===== src/rtl/pid_steering_controller_core_defines.svh =====
// Assertion macros shared by the PID steering controller RTL.
`ifndef PID_STEERING_CONTROLLER_CORE_DEFINES_SVH
`define PID_STEERING_CONTROLLER_CORE_DEFINES_SVH

// Checks a property on every clock edge outside reset.
`define PSCC_ASSERT(label, prop, msg) \
	label: assert property (@(posedge clk) disable iff (!arst_n) prop) else $error(msg);

// Checks that a condition holds on the cycle after a trigger.
`define PSCC_ASSERT_NEXT(label, ante, cons, msg) \
	label: assert property (@(posedge clk) disable iff (!arst_n) (ante) |=> (cons)) else $error(msg);

`endif


===== src/rtl/pscc_pkg.sv =====
// Shared types and constants of the PID steering controller.
package pscc_pkg;

	localparam int GAIN_WIDTH      = 16;
	localparam int COUNT_WIDTH     = 32;
	localparam int DRIVE_WIDTH     = 32;
	localparam int METRIC_WIDTH    = 48;
	localparam int CFG_INDEX_WIDTH = 2;

	localparam logic [CFG_INDEX_WIDTH-1:0] REG_KP = 2'd0;
	localparam logic [CFG_INDEX_WIDTH-1:0] REG_KI = 2'd1;
	localparam logic [CFG_INDEX_WIDTH-1:0] REG_KD = 2'd2;

	typedef struct packed {
		logic clr;
		logic mul_en;
		logic acc_en;
	} mac_ctl_t;

endpackage


===== src/rtl/pscc_ifs.sv =====
// Handshake channel interfaces of the PID steering controller.
interface pscc_sample_if #(
	parameter int SAMPLE_WIDTH = 16
);
	logic                           valid;
	logic                           ready;
	logic signed [SAMPLE_WIDTH-1:0] track_error;

	modport source (output valid, output track_error, input ready);
	modport sink (input valid, input track_error, output ready);
endinterface

interface pscc_result_if;
	import pscc_pkg::*;

	logic                          valid;
	logic                          ready;
	logic signed [DRIVE_WIDTH-1:0] drive_value;
	logic [METRIC_WIDTH-1:0]       error_metric;

	modport source (output valid, output drive_value, output error_metric, input ready);
	modport sink (input valid, input drive_value, input error_metric, output ready);
endinterface

interface pscc_cfg_if;
	import pscc_pkg::*;

	logic                       valid;
	logic                       ready;
	logic [CFG_INDEX_WIDTH-1:0] index;
	logic [GAIN_WIDTH-1:0]      data;

	modport source (output valid, output index, output data, input ready);
	modport sink (input valid, input index, input data, output ready);
endinterface


===== src/rtl/pscc_mac.sv =====
// Shared multiplier with a registered product and a subtracting accumulator.
module pscc_mac #(
	parameter int A_W   = 17,
	parameter int B_W   = 33,
	parameter int ACC_W = 52
) (
	input  logic                      clk,
	input  pscc_pkg::mac_ctl_t        ctl,
	input  logic signed [A_W-1:0]     op_a,
	input  logic signed [B_W-1:0]     op_b,
	output logic signed [A_W+B_W-1:0] prod,
	output logic signed [ACC_W-1:0]   acc
);
	import pscc_pkg::*;

	localparam int PROD_W = A_W + B_W;

	logic signed [PROD_W-1:0] prod_q;
	logic signed [ACC_W-1:0]  acc_q;

	always_ff @(posedge clk) begin
		if (ctl.mul_en) begin
			prod_q <= op_a * op_b;
		end
		if (ctl.clr) begin
			acc_q <= '0;
		end else if (ctl.acc_en) begin
			acc_q <= acc_q - ACC_W'(prod_q);
		end
	end

	assign prod = prod_q;
	assign acc  = acc_q;
endmodule


===== src/rtl/pscc_div.sv =====
// Restoring divider that produces one quotient bit per cycle.
module pscc_div #(
	parameter int DVD_W = 31,
	parameter int DVS_W = 32
) (
	input  logic             clk,
	input  logic             arst_n,
	input  logic             start,
	input  logic [DVD_W-1:0] dividend,
	input  logic [DVS_W-1:0] divisor,
	output logic             busy,
	output logic [DVD_W-1:0] quotient
);
	localparam int CNT_W = $clog2(DVD_W + 1);

	logic [CNT_W-1:0] cnt_q;
	logic [DVD_W-1:0] dvd_q;
	logic [DVS_W-1:0] dvs_q;
	logic [DVS_W-1:0] rem_q;
	logic [DVS_W:0]   trial;
	logic             fits;

	assign trial = {rem_q, dvd_q[DVD_W-1]};
	assign fits  = (trial >= {1'b0, dvs_q});

	always_ff @(posedge clk or negedge arst_n) begin
		if (!arst_n) begin
			cnt_q <= '0;
		end else if (start) begin
			cnt_q <= CNT_W'(DVD_W);
		end else if (cnt_q != '0) begin
			cnt_q <= cnt_q - 1'b1;
		end
	end

	always_ff @(posedge clk) begin
		if (start) begin
			dvd_q <= dividend;
			dvs_q <= divisor;
			rem_q <= '0;
		end else if (cnt_q != '0) begin
			dvd_q <= {dvd_q[DVD_W-2:0], fits};
			if (fits) begin
				rem_q <= DVS_W'(trial - {1'b0, dvs_q});
			end else begin
				rem_q <= trial[DVS_W-1:0];
			end
		end
	end

	assign busy     = (cnt_q != '0);
	assign quotient = dvd_q;
endmodule


===== src/rtl/pid_steering_controller_core.sv =====
// Top level of the PID steering controller: sequencer, state and result register.
//
//   channel  dir  handshake      payload
//   sample   in   valid/ready    track_error
//   result   out  valid/ready    drive_value, error_metric
//   cfg      in   valid/ready    index, data (gain registers 0..2)
//
// Each result waits on the divider, which forms one bit of e*e/count per cycle.
// The four products go one per cycle through the single shared multiplier.
// A new request is taken as soon as the result is registered, even while it waits.
// A stalled result holds the sequencer in its last step.
// Reset clears the gains, the sequencer, previous error, integral, count and metric.
`include "pid_steering_controller_core_defines.svh"

module pid_steering_controller_core #(
	parameter int SAMPLE_WIDTH   = 16,
	parameter int ACCUM_WIDTH    = 32,
	parameter int GAIN_FRAC_BITS = 12
) (
	input logic          clk,
	input logic          arst_n,
	pscc_sample_if.sink  sample,
	pscc_result_if.source result,
	pscc_cfg_if.sink     cfg
);
	import pscc_pkg::*;

	localparam int DIFF_W = SAMPLE_WIDTH + 1;
	localparam int OPA_W  = (GAIN_WIDTH > SAMPLE_WIDTH) ? GAIN_WIDTH : SAMPLE_WIDTH;
	localparam int OPB_W  = (DIFF_W > ACCUM_WIDTH) ? DIFF_W : ACCUM_WIDTH;
	localparam int PROD_W = OPA_W + OPB_W;
	localparam int ACC_W  = PROD_W + 2;
	localparam int SH_W   = ACC_W - GAIN_FRAC_BITS;
	localparam int EXT_W  = (SH_W > DRIVE_WIDTH) ? SH_W : DRIVE_WIDTH;
	localparam int INT_W  = ((ACCUM_WIDTH > SAMPLE_WIDTH) ? ACCUM_WIDTH : SAMPLE_WIDTH) + 1;
	localparam int SQ_W   = 2 * SAMPLE_WIDTH - 1;
	localparam int MS_W   = ((SQ_W > METRIC_WIDTH) ? SQ_W : METRIC_WIDTH) + 1;

	localparam logic [1:0] ST_IDLE = 2'd0;
	localparam logic [1:0] ST_MUL  = 2'd1;
	localparam logic [1:0] ST_DIV  = 2'd2;
	localparam logic [1:0] ST_FIN  = 2'd3;

	localparam logic [2:0] STEP_SQ  = 3'd0;
	localparam logic [2:0] STEP_KP  = 3'd1;
	localparam logic [2:0] STEP_KD  = 3'd2;
	localparam logic [2:0] STEP_KI  = 3'd3;
	localparam logic [2:0] STEP_END = 3'd4;

	localparam logic signed [ACC_W-1:0] ROUND_HALF = ACC_W'(1) <<< (GAIN_FRAC_BITS - 1);

	logic [1:0] state_q;
	logic [2:0] step_q;

	logic signed [GAIN_WIDTH-1:0]   kp_q;
	logic signed [GAIN_WIDTH-1:0]   ki_q;
	logic signed [GAIN_WIDTH-1:0]   kd_q;
	logic signed [SAMPLE_WIDTH-1:0] e_q;
	logic signed [SAMPLE_WIDTH-1:0] prev_q;
	logic signed [DIFF_W-1:0]       diff_q;
	logic signed [ACCUM_WIDTH-1:0]  integral_q;
	logic [COUNT_WIDTH-1:0]         count_q;
	logic [METRIC_WIDTH-1:0]        metric_q;

	logic                           res_valid_q;
	logic signed [DRIVE_WIDTH-1:0]  drive_q;
	logic [METRIC_WIDTH-1:0]        metric_out_q;

	logic                     accept;
	logic                     load_out;
	logic signed [INT_W-1:0]  int_sum;
	logic signed [ACCUM_WIDTH-1:0] int_next;
	mac_ctl_t                 mac_ctl;
	logic signed [OPA_W-1:0]  op_a;
	logic signed [OPB_W-1:0]  op_b;
	logic signed [PROD_W-1:0] prod;
	logic signed [ACC_W-1:0]  acc;
	logic                     div_start;
	logic                     div_busy;
	logic [SQ_W-1:0]          quotient;
	logic signed [ACC_W-1:0]  rounded;
	logic signed [SH_W-1:0]   shifted;
	logic signed [EXT_W-1:0]  shifted_ext;
	logic signed [DRIVE_WIDTH-1:0] drive_next;
	logic [MS_W-1:0]          metric_sum;
	logic [METRIC_WIDTH-1:0]  metric_next;

	assign accept       = sample.valid && sample.ready;
	assign sample.ready = (state_q == ST_IDLE);
	assign cfg.ready    = 1'b1;
	assign load_out     = (state_q == ST_FIN) && (!res_valid_q || result.ready);

	always_comb begin
		int_sum = INT_W'(integral_q) + INT_W'(sample.track_error);
		if (int_sum[INT_W-1:ACCUM_WIDTH-1] == {(INT_W-ACCUM_WIDTH+1){int_sum[INT_W-1]}}) begin
			int_next = int_sum[ACCUM_WIDTH-1:0];
		end else if (int_sum[INT_W-1]) begin
			int_next = {1'b1, {(ACCUM_WIDTH-1){1'b0}}};
		end else begin
			int_next = {1'b0, {(ACCUM_WIDTH-1){1'b1}}};
		end
	end

	always_comb begin
		case (step_q)
			STEP_SQ: begin
				op_a = OPA_W'(e_q);
				op_b = OPB_W'(e_q);
			end
			STEP_KP: begin
				op_a = OPA_W'(kp_q);
				op_b = OPB_W'(e_q);
			end
			STEP_KD: begin
				op_a = OPA_W'(kd_q);
				op_b = OPB_W'(diff_q);
			end
			STEP_KI: begin
				op_a = OPA_W'(ki_q);
				op_b = OPB_W'(integral_q);
			end
			default: begin
				op_a = '0;
				op_b = '0;
			end
		endcase
	end

	always_comb begin
		mac_ctl.clr    = accept;
		mac_ctl.mul_en = (state_q == ST_MUL) && (step_q <= STEP_KI);
		mac_ctl.acc_en = (state_q == ST_MUL) && (step_q >= STEP_KD);
	end

	assign div_start = (state_q == ST_MUL) && (step_q == STEP_KP);

	pscc_mac #(
		.A_W  (OPA_W),
		.B_W  (OPB_W),
		.ACC_W(ACC_W)
	) u_mac (
		.clk (clk),
		.ctl (mac_ctl),
		.op_a(op_a),
		.op_b(op_b),
		.prod(prod),
		.acc (acc)
	);

	pscc_div #(
		.DVD_W(SQ_W),
		.DVS_W(COUNT_WIDTH)
	) u_div (
		.clk     (clk),
		.arst_n  (arst_n),
		.start   (div_start),
		.dividend(prod[SQ_W-1:0]),
		.divisor (count_q),
		.busy    (div_busy),
		.quotient(quotient)
	);

	always_comb begin
		rounded     = acc + ROUND_HALF;
		shifted     = rounded[ACC_W-1:GAIN_FRAC_BITS];
		shifted_ext = EXT_W'(shifted);
		if (shifted_ext[EXT_W-1:DRIVE_WIDTH-1] ==
				{(EXT_W-DRIVE_WIDTH+1){shifted_ext[EXT_W-1]}}) begin
			drive_next = shifted_ext[DRIVE_WIDTH-1:0];
		end else if (shifted_ext[EXT_W-1]) begin
			drive_next = {1'b1, {(DRIVE_WIDTH-1){1'b0}}};
		end else begin
			drive_next = {1'b0, {(DRIVE_WIDTH-1){1'b1}}};
		end
		metric_sum = MS_W'(metric_q) + MS_W'(quotient);
		if (metric_sum[MS_W-1:METRIC_WIDTH] != '0) begin
			metric_next = '1;
		end else begin
			metric_next = metric_sum[METRIC_WIDTH-1:0];
		end
	end

	always_ff @(posedge clk or negedge arst_n) begin
		if (!arst_n) begin
			kp_q <= '0;
			ki_q <= '0;
			kd_q <= '0;
		end else if (cfg.valid && cfg.ready) begin
			case (cfg.index)
				REG_KP: kp_q <= cfg.data;
				REG_KI: ki_q <= cfg.data;
				REG_KD: kd_q <= cfg.data;
				default: ;
			endcase
		end
	end

	always_ff @(posedge clk or negedge arst_n) begin
		if (!arst_n) begin
			state_q     <= ST_IDLE;
			step_q      <= STEP_SQ;
			prev_q      <= '0;
			integral_q  <= '0;
			count_q     <= '0;
			metric_q    <= '0;
			res_valid_q <= 1'b0;
		end else begin
			if (load_out) begin
				res_valid_q <= 1'b1;
			end else if (result.ready) begin
				res_valid_q <= 1'b0;
			end
			case (state_q)
				ST_IDLE: begin
					if (accept) begin
						prev_q     <= sample.track_error;
						integral_q <= int_next;
						if (count_q != '1) begin
							count_q <= count_q + 1'b1;
						end
						step_q  <= STEP_SQ;
						state_q <= ST_MUL;
					end
				end
				ST_MUL: begin
					step_q <= step_q + 1'b1;
					if (step_q == STEP_END) begin
						state_q <= ST_DIV;
					end
				end
				ST_DIV: begin
					if (!div_busy) begin
						state_q <= ST_FIN;
					end
				end
				ST_FIN: begin
					if (load_out) begin
						metric_q <= metric_next;
						state_q  <= ST_IDLE;
					end
				end
				default: state_q <= ST_IDLE;
			endcase
		end
	end

	always_ff @(posedge clk) begin
		if (accept) begin
			e_q    <= sample.track_error;
			diff_q <= DIFF_W'(sample.track_error) - DIFF_W'(prev_q);
		end
		if (load_out) begin
			drive_q      <= drive_next;
			metric_out_q <= metric_next;
		end
	end

	assign result.valid        = res_valid_q;
	assign result.drive_value  = drive_q;
	assign result.error_metric = metric_out_q;

	`PSCC_ASSERT_NEXT(a_one_request_at_a_time, accept, !sample.ready, "Request accepted while busy.")
	`PSCC_ASSERT(a_div_in_phase, div_busy |-> (state_q == ST_MUL || state_q == ST_DIV), "Divider runs outside its phase.")
	`PSCC_ASSERT_NEXT(a_count_nonzero, accept, count_q != '0, "Sample count is zero after a request.")
endmodule

===== src/flat_wrapper.sv =====
// flat-port wrapper written by rule: the top's interface ports become plain ports
module pid_steering_controller_core_flat import pscc_pkg::*;
#(
	parameter int SAMPLE_WIDTH   = 16,
	parameter int ACCUM_WIDTH    = 32,
	parameter int GAIN_FRAC_BITS = 12
)
  (clk, arst_n, sample_valid, sample_track_error, sample_ready, result_valid, result_drive_value, result_error_metric, result_ready, cfg_valid, cfg_index, cfg_data, cfg_ready);
  pscc_sample_if #(.SAMPLE_WIDTH(SAMPLE_WIDTH)) sample_i ();
  pscc_result_if result_i ();
  pscc_cfg_if cfg_i ();
  input logic clk;
  input logic arst_n;
  input wire logic [$bits(sample_i.valid)-1:0] sample_valid;
  input wire logic [$bits(sample_i.track_error)-1:0] sample_track_error;
  output wire logic [$bits(sample_i.ready)-1:0] sample_ready;
  output wire logic [$bits(result_i.valid)-1:0] result_valid;
  output wire logic [$bits(result_i.drive_value)-1:0] result_drive_value;
  output wire logic [$bits(result_i.error_metric)-1:0] result_error_metric;
  input wire logic [$bits(result_i.ready)-1:0] result_ready;
  input wire logic [$bits(cfg_i.valid)-1:0] cfg_valid;
  input wire logic [$bits(cfg_i.index)-1:0] cfg_index;
  input wire logic [$bits(cfg_i.data)-1:0] cfg_data;
  output wire logic [$bits(cfg_i.ready)-1:0] cfg_ready;
  assign sample_i.valid = sample_valid;
  assign sample_i.track_error = sample_track_error;
  assign sample_ready = sample_i.ready;
  assign result_valid = result_i.valid;
  assign result_drive_value = result_i.drive_value;
  assign result_error_metric = result_i.error_metric;
  assign result_i.ready = result_ready;
  assign cfg_i.valid = cfg_valid;
  assign cfg_i.index = cfg_index;
  assign cfg_i.data = cfg_data;
  assign cfg_ready = cfg_i.ready;
  pid_steering_controller_core #(.SAMPLE_WIDTH(SAMPLE_WIDTH), .ACCUM_WIDTH(ACCUM_WIDTH), .GAIN_FRAC_BITS(GAIN_FRAC_BITS)) u_core (.clk(clk), .arst_n(arst_n), .sample(sample_i), .result(result_i), .cfg(cfg_i));
endmodule

===== config.mk =====
export PLATFORM = sky130hd
export DESIGN_NAME = pid_steering_controller_core_flat
export DESIGN_NICKNAME = d
export VERILOG_FILES = /design/src/rtl/pscc_pkg.sv /design/src/rtl/pscc_ifs.sv /design/src/rtl/pscc_mac.sv /design/src/rtl/pscc_div.sv /design/src/rtl/pid_steering_controller_core.sv /design/src/flat_wrapper.sv
export VERILOG_INCLUDE_DIRS = /design/src /design/src/rtl
export SDC_FILE = /design/constraint.sdc
export NUM_CORES = 2
export LEC_CHECK = 0
export BUFFER_PORTS_ARGS = -buffer_cell sky130_fd_sc_hd__buf_4
export CORE_AREA = 2 2 236 470
export DETAILED_ROUTE_END_ITERATION = 6
export DIE_AREA = 0 0 238 472
export GPL_TIMING_DRIVEN = 0
export PLACE_DENSITY = 0.6
export SLEW_MARGIN = 20
export SYNTH_ARGS = -nofsm -noshare
export SYNTH_HDL_FRONTEND = slang
export SYNTH_SLANG_ARGS = --single-unit

===== constraint.sdc =====
create_clock -name clk -period 14.9 [get_ports clk]
set_input_delay 1.49 -clock clk [delete_from_list [all_inputs] [get_ports clk]]
set_output_delay 1.49 -clock clk [all_outputs]
set_load 0.1 [all_outputs]

==> impl_metrics.env <==
export IMPL_synth_top_cells_by_area="fa_1 (21%), edfxtp_1 (14%), dfrtp_1 (10%), ha_1 (7.8%), inv_1 (6.0%)"
export IMPL_start_util_pct=42.76
export IMPL_synthesis_instances=5110
export IMPL_gp_congestion=1.040
export IMPL_ios=122
export IMPL_drt_iter0_drc=1931
export IMPL_grt_ovfl_total=0
export IMPL_synth_top_area_share_pct=21.15
export IMPL_pre_cts_ws_ns=3.615
export IMPL_async_reset_ff_share_pct=37.93
export IMPL_postRouteAntennaNets=0
export IMPL_ctsHoldBuffers=0
export IMPL_synth_nets=5928
export IMPL_cts_buffer_depth=3
export IMPL_slowest_delay_ns=0.95
export IMPL_detail_route_wirelength_um=150200
export IMPL_hold_viol=0
export IMPL_antenna_found_initial=2
export IMPL_slew_headroom_pct=14.88
export IMPL_ys_types=93
export IMPL_die_w_um=238
export IMPL_fin_ws_ns=3.099
export IMPL_viasPerCell=5.523
export IMPL_avgSynthCellArea_um2=9.095
export IMPL_clock_latency_ns=0.65
export IMPL_fp_dieH_um=472
export IMPL_drc=0
export IMPL_cts_sinks=493
export IMPL_synth_xor_area_share_pct=4.752
export IMPL_grt_usage_pct=27.17
export IMPL_crit_arrival_ns=12.22
export IMPL_routedWlPerCell_um=22.36
export IMPL_slew_viol_final=0
export IMPL_worst_endpoint_required_ns=15.31
export IMPL_grt_start_max_net_pins=80
export IMPL_synth_edff_count=224
export IMPL_cts_buffers=46
export IMPL_skew_ns=0.02988
export IMPL_rows=171
export IMPL_cts_tree="yes"
export IMPL_ctsResizeCount=0
export IMPL_h_tree_depth=2
export IMPL_synth_compound_area_share_pct=14.03
export IMPL_synth_top_family_by_area="adder cells"
export IMPL_hold_path_class="register to register"
export IMPL_clk_pin_slew_ns=0.08
export IMPL_critical_path_class="register to register"
export IMPL_fin_crit_sh_pct=79.20
export IMPL_synthTopCellsByCount="inv_1 (737), nand2_1 (639), fa_1 (491)"
export IMPL_core_area_um2=108700
export IMPL_yosys_warnings=0
export IMPL_rsz0062_at_grt="false"
export IMPL_grt_pass1_vias=40020
export IMPL_status="completed"
export IMPL_cap_violations=0
export IMPL_finalNetCount=6112
export IMPL_cts_setup_buffers=0
export IMPL_die_area_um2=112300
export IMPL_setup_viol=0
export IMPL_synth_adder_area_share_pct=28.95
export IMPL_synthMuxAreaShare_pct=1.801
export IMPL_critPathSlowestCell="nor2_1"
export IMPL_synth_most_common_cell="inv_1"
export IMPL_cp_end_kind="register"
export IMPL_path_max_fanout=10
export IMPL_worstMarginPinSlew_ns=1.272
export IMPL_netlist_area_um2=46470
export IMPL_firstDrtPassIters=5
export IMPL_finalCriticalPeriod_ns=11.80
export IMPL_synth_seq_area_share_pct=28.07
export IMPL_fillers=10580
export IMPL_yosys_area_share_simple_pct=14.47
export IMPL_vias=37100
export IMPL_yosysTopAreaCell="fa_1"
export IMPL_tns_ns=0
export IMPL_cp_start_kind="register"
export IMPL_fmax_mhz=84.74
export IMPL_syn_to_final_growth_pct=9.552
export IMPL_clockRootBuffer="clkbuf_16"
export IMPL_ys_flop_type="edfxtp_1"
export IMPL_drive_gt1_share_pct=7.558
export IMPL_synth_seq_cells=493
export IMPL_crit_top_cell="fa_1"
export IMPL_grt_pass1_wl_um=229600
export IMPL_dp_hpwl_um=124800
export IMPL_io_buffers=120
-- logic make-up after synthesis --
kind of cell / after synthesis
and+or+nand+nor: 1525
AOI/OAI and AO/OA: 1036
buffers and inverters: 949
adders and majority gates: 781
DFF: 493
xor gates and xnor gates: 250
muxes: 75
other: 1
-- layer usage --
metal	vias to the layer above	global-route usage, %	share of wire, %
met5	-	0	0
met4	0	22.69	10
met3	495	2.692	3.4
met2	1042	53.66	55
met1	18340	24.21	31
li1	17220	-	-
-- stage by stage --
step	std cells	utilization [%]	hold slack, ns	cell area (um2)
finish	6717	46.84	0.4582	50910
global route	6717	46.84	0.4857	50910
CTS	6715	46.84	0.4611	50910
detailed placement	6629	45.40	0.4522	49350
global placement	6614	45.18	0.4435	49110
floorplan	5110	-	0.4362	46470
-- cell type report --
class                      instances  area, um2  area share [%]
antenna                            1      2.502        0.004915
buffer                           212      922.1           1.811
clock buffer                      56       1249           2.453
clock inverter                    30      310.3          0.6095
inverter                         737       2766           5.433
multi-input combinational       3668      29780           58.49
sequential                       493      13050           25.63
tap                             1384       1732           3.401
timing repair buffer             136       1104           2.168
-- layout by cell type, fill, tap and decap left out, types with 15 or more instances in the layout --
cell	count
o21ai_1	40
buf_4	128
nor3_1	40
a21o_1	111
xnor2_1	154
nand3_1	81
clkbuf_1	153
dfrtp_1	187
a31oi_1	57
nor2_1	458
or3_1	16
o21bai_1	25
xor2_1	95
inv_1	735
or2_2	17
a211oi_1	23
dfxtp_1	82
and2_1	37
nand2b_1	45
fa_1	491
o211ai_1	15
a22oi_1	27
clkbuf_16	46
a21oi_1	339
ha_1	288
o21a_1	35
o21ai_0	212
and3_1	47
a221oi_1	15
buf_2	42
nor2b_1	43
mux2_2	69
edfxtp_1	224
nand2_1	639
nand4_1	48
-- worst paths after layout --
check | start | endpoint | slack [ns] | depth (start not counted)
worst max-delay path | u_core.step_q[1] | u_core.u_mac.prod[46] | 3.10 | 31
min in group asynchronous | arst_n | u_core.result.valid | 0.75 | 1
worst min-delay path | u_core.u_mac.acc[2] | u_core.u_mac.acc[2] | 0.46 | 2
worst max register to register | u_core.step_q[1] | u_core.u_mac.prod[46] | 3.10 | 31
max in group asynchronous | arst_n | u_core.metric_q[29] | 13.26 | 2
worst min register to register | u_core.u_mac.acc[2] | u_core.u_mac.acc[2] | 0.46 | 2
-- state kept, by name, summed over array words and instances, names as in the netlist --
| register | count |
|---|---|
| u_core.count_q | 32 |
| u_core.diff_q | 17 |
| u_core.e_q | 16 |
| u_core.integral_q | 32 |
| u_core.kd_q | 16 |
| u_core.ki_q | 16 |
| u_core.kp_q | 16 |
| u_core.metric_q | 48 |
| u_core.prev_q | 16 |
| u_core.result.drive_value | 32 |
| u_core.result.error_metric | 48 |
| u_core.result.valid | 1 |
| u_core.state_q | 2 |
| u_core.step_q | 3 |
| u_core.u_div.cnt_q | 5 |
| u_core.u_div.dvs_q | 32 |
| u_core.u_div.quotient | 31 |
| u_core.u_div.rem_q | 32 |
| u_core.u_mac.acc | 50 |
| u_core.u_mac.prod | 48 |
-- worst max-delay path: cells and delay by family (launching register included) --
kind                       cells  cell delay, ns
adders and majority gates      8            3.64
buffers and inverters          8            2.48
and+or+nand+nor                8            2.41
AOI/OAI and AO/OA              6            2.14
DFF                            1            0.52
xor gates and xnor gates       1            0.34
Power is not shown: default switching activity piles up to over one toggle a cycle in this logic, so the estimate is an artifact.
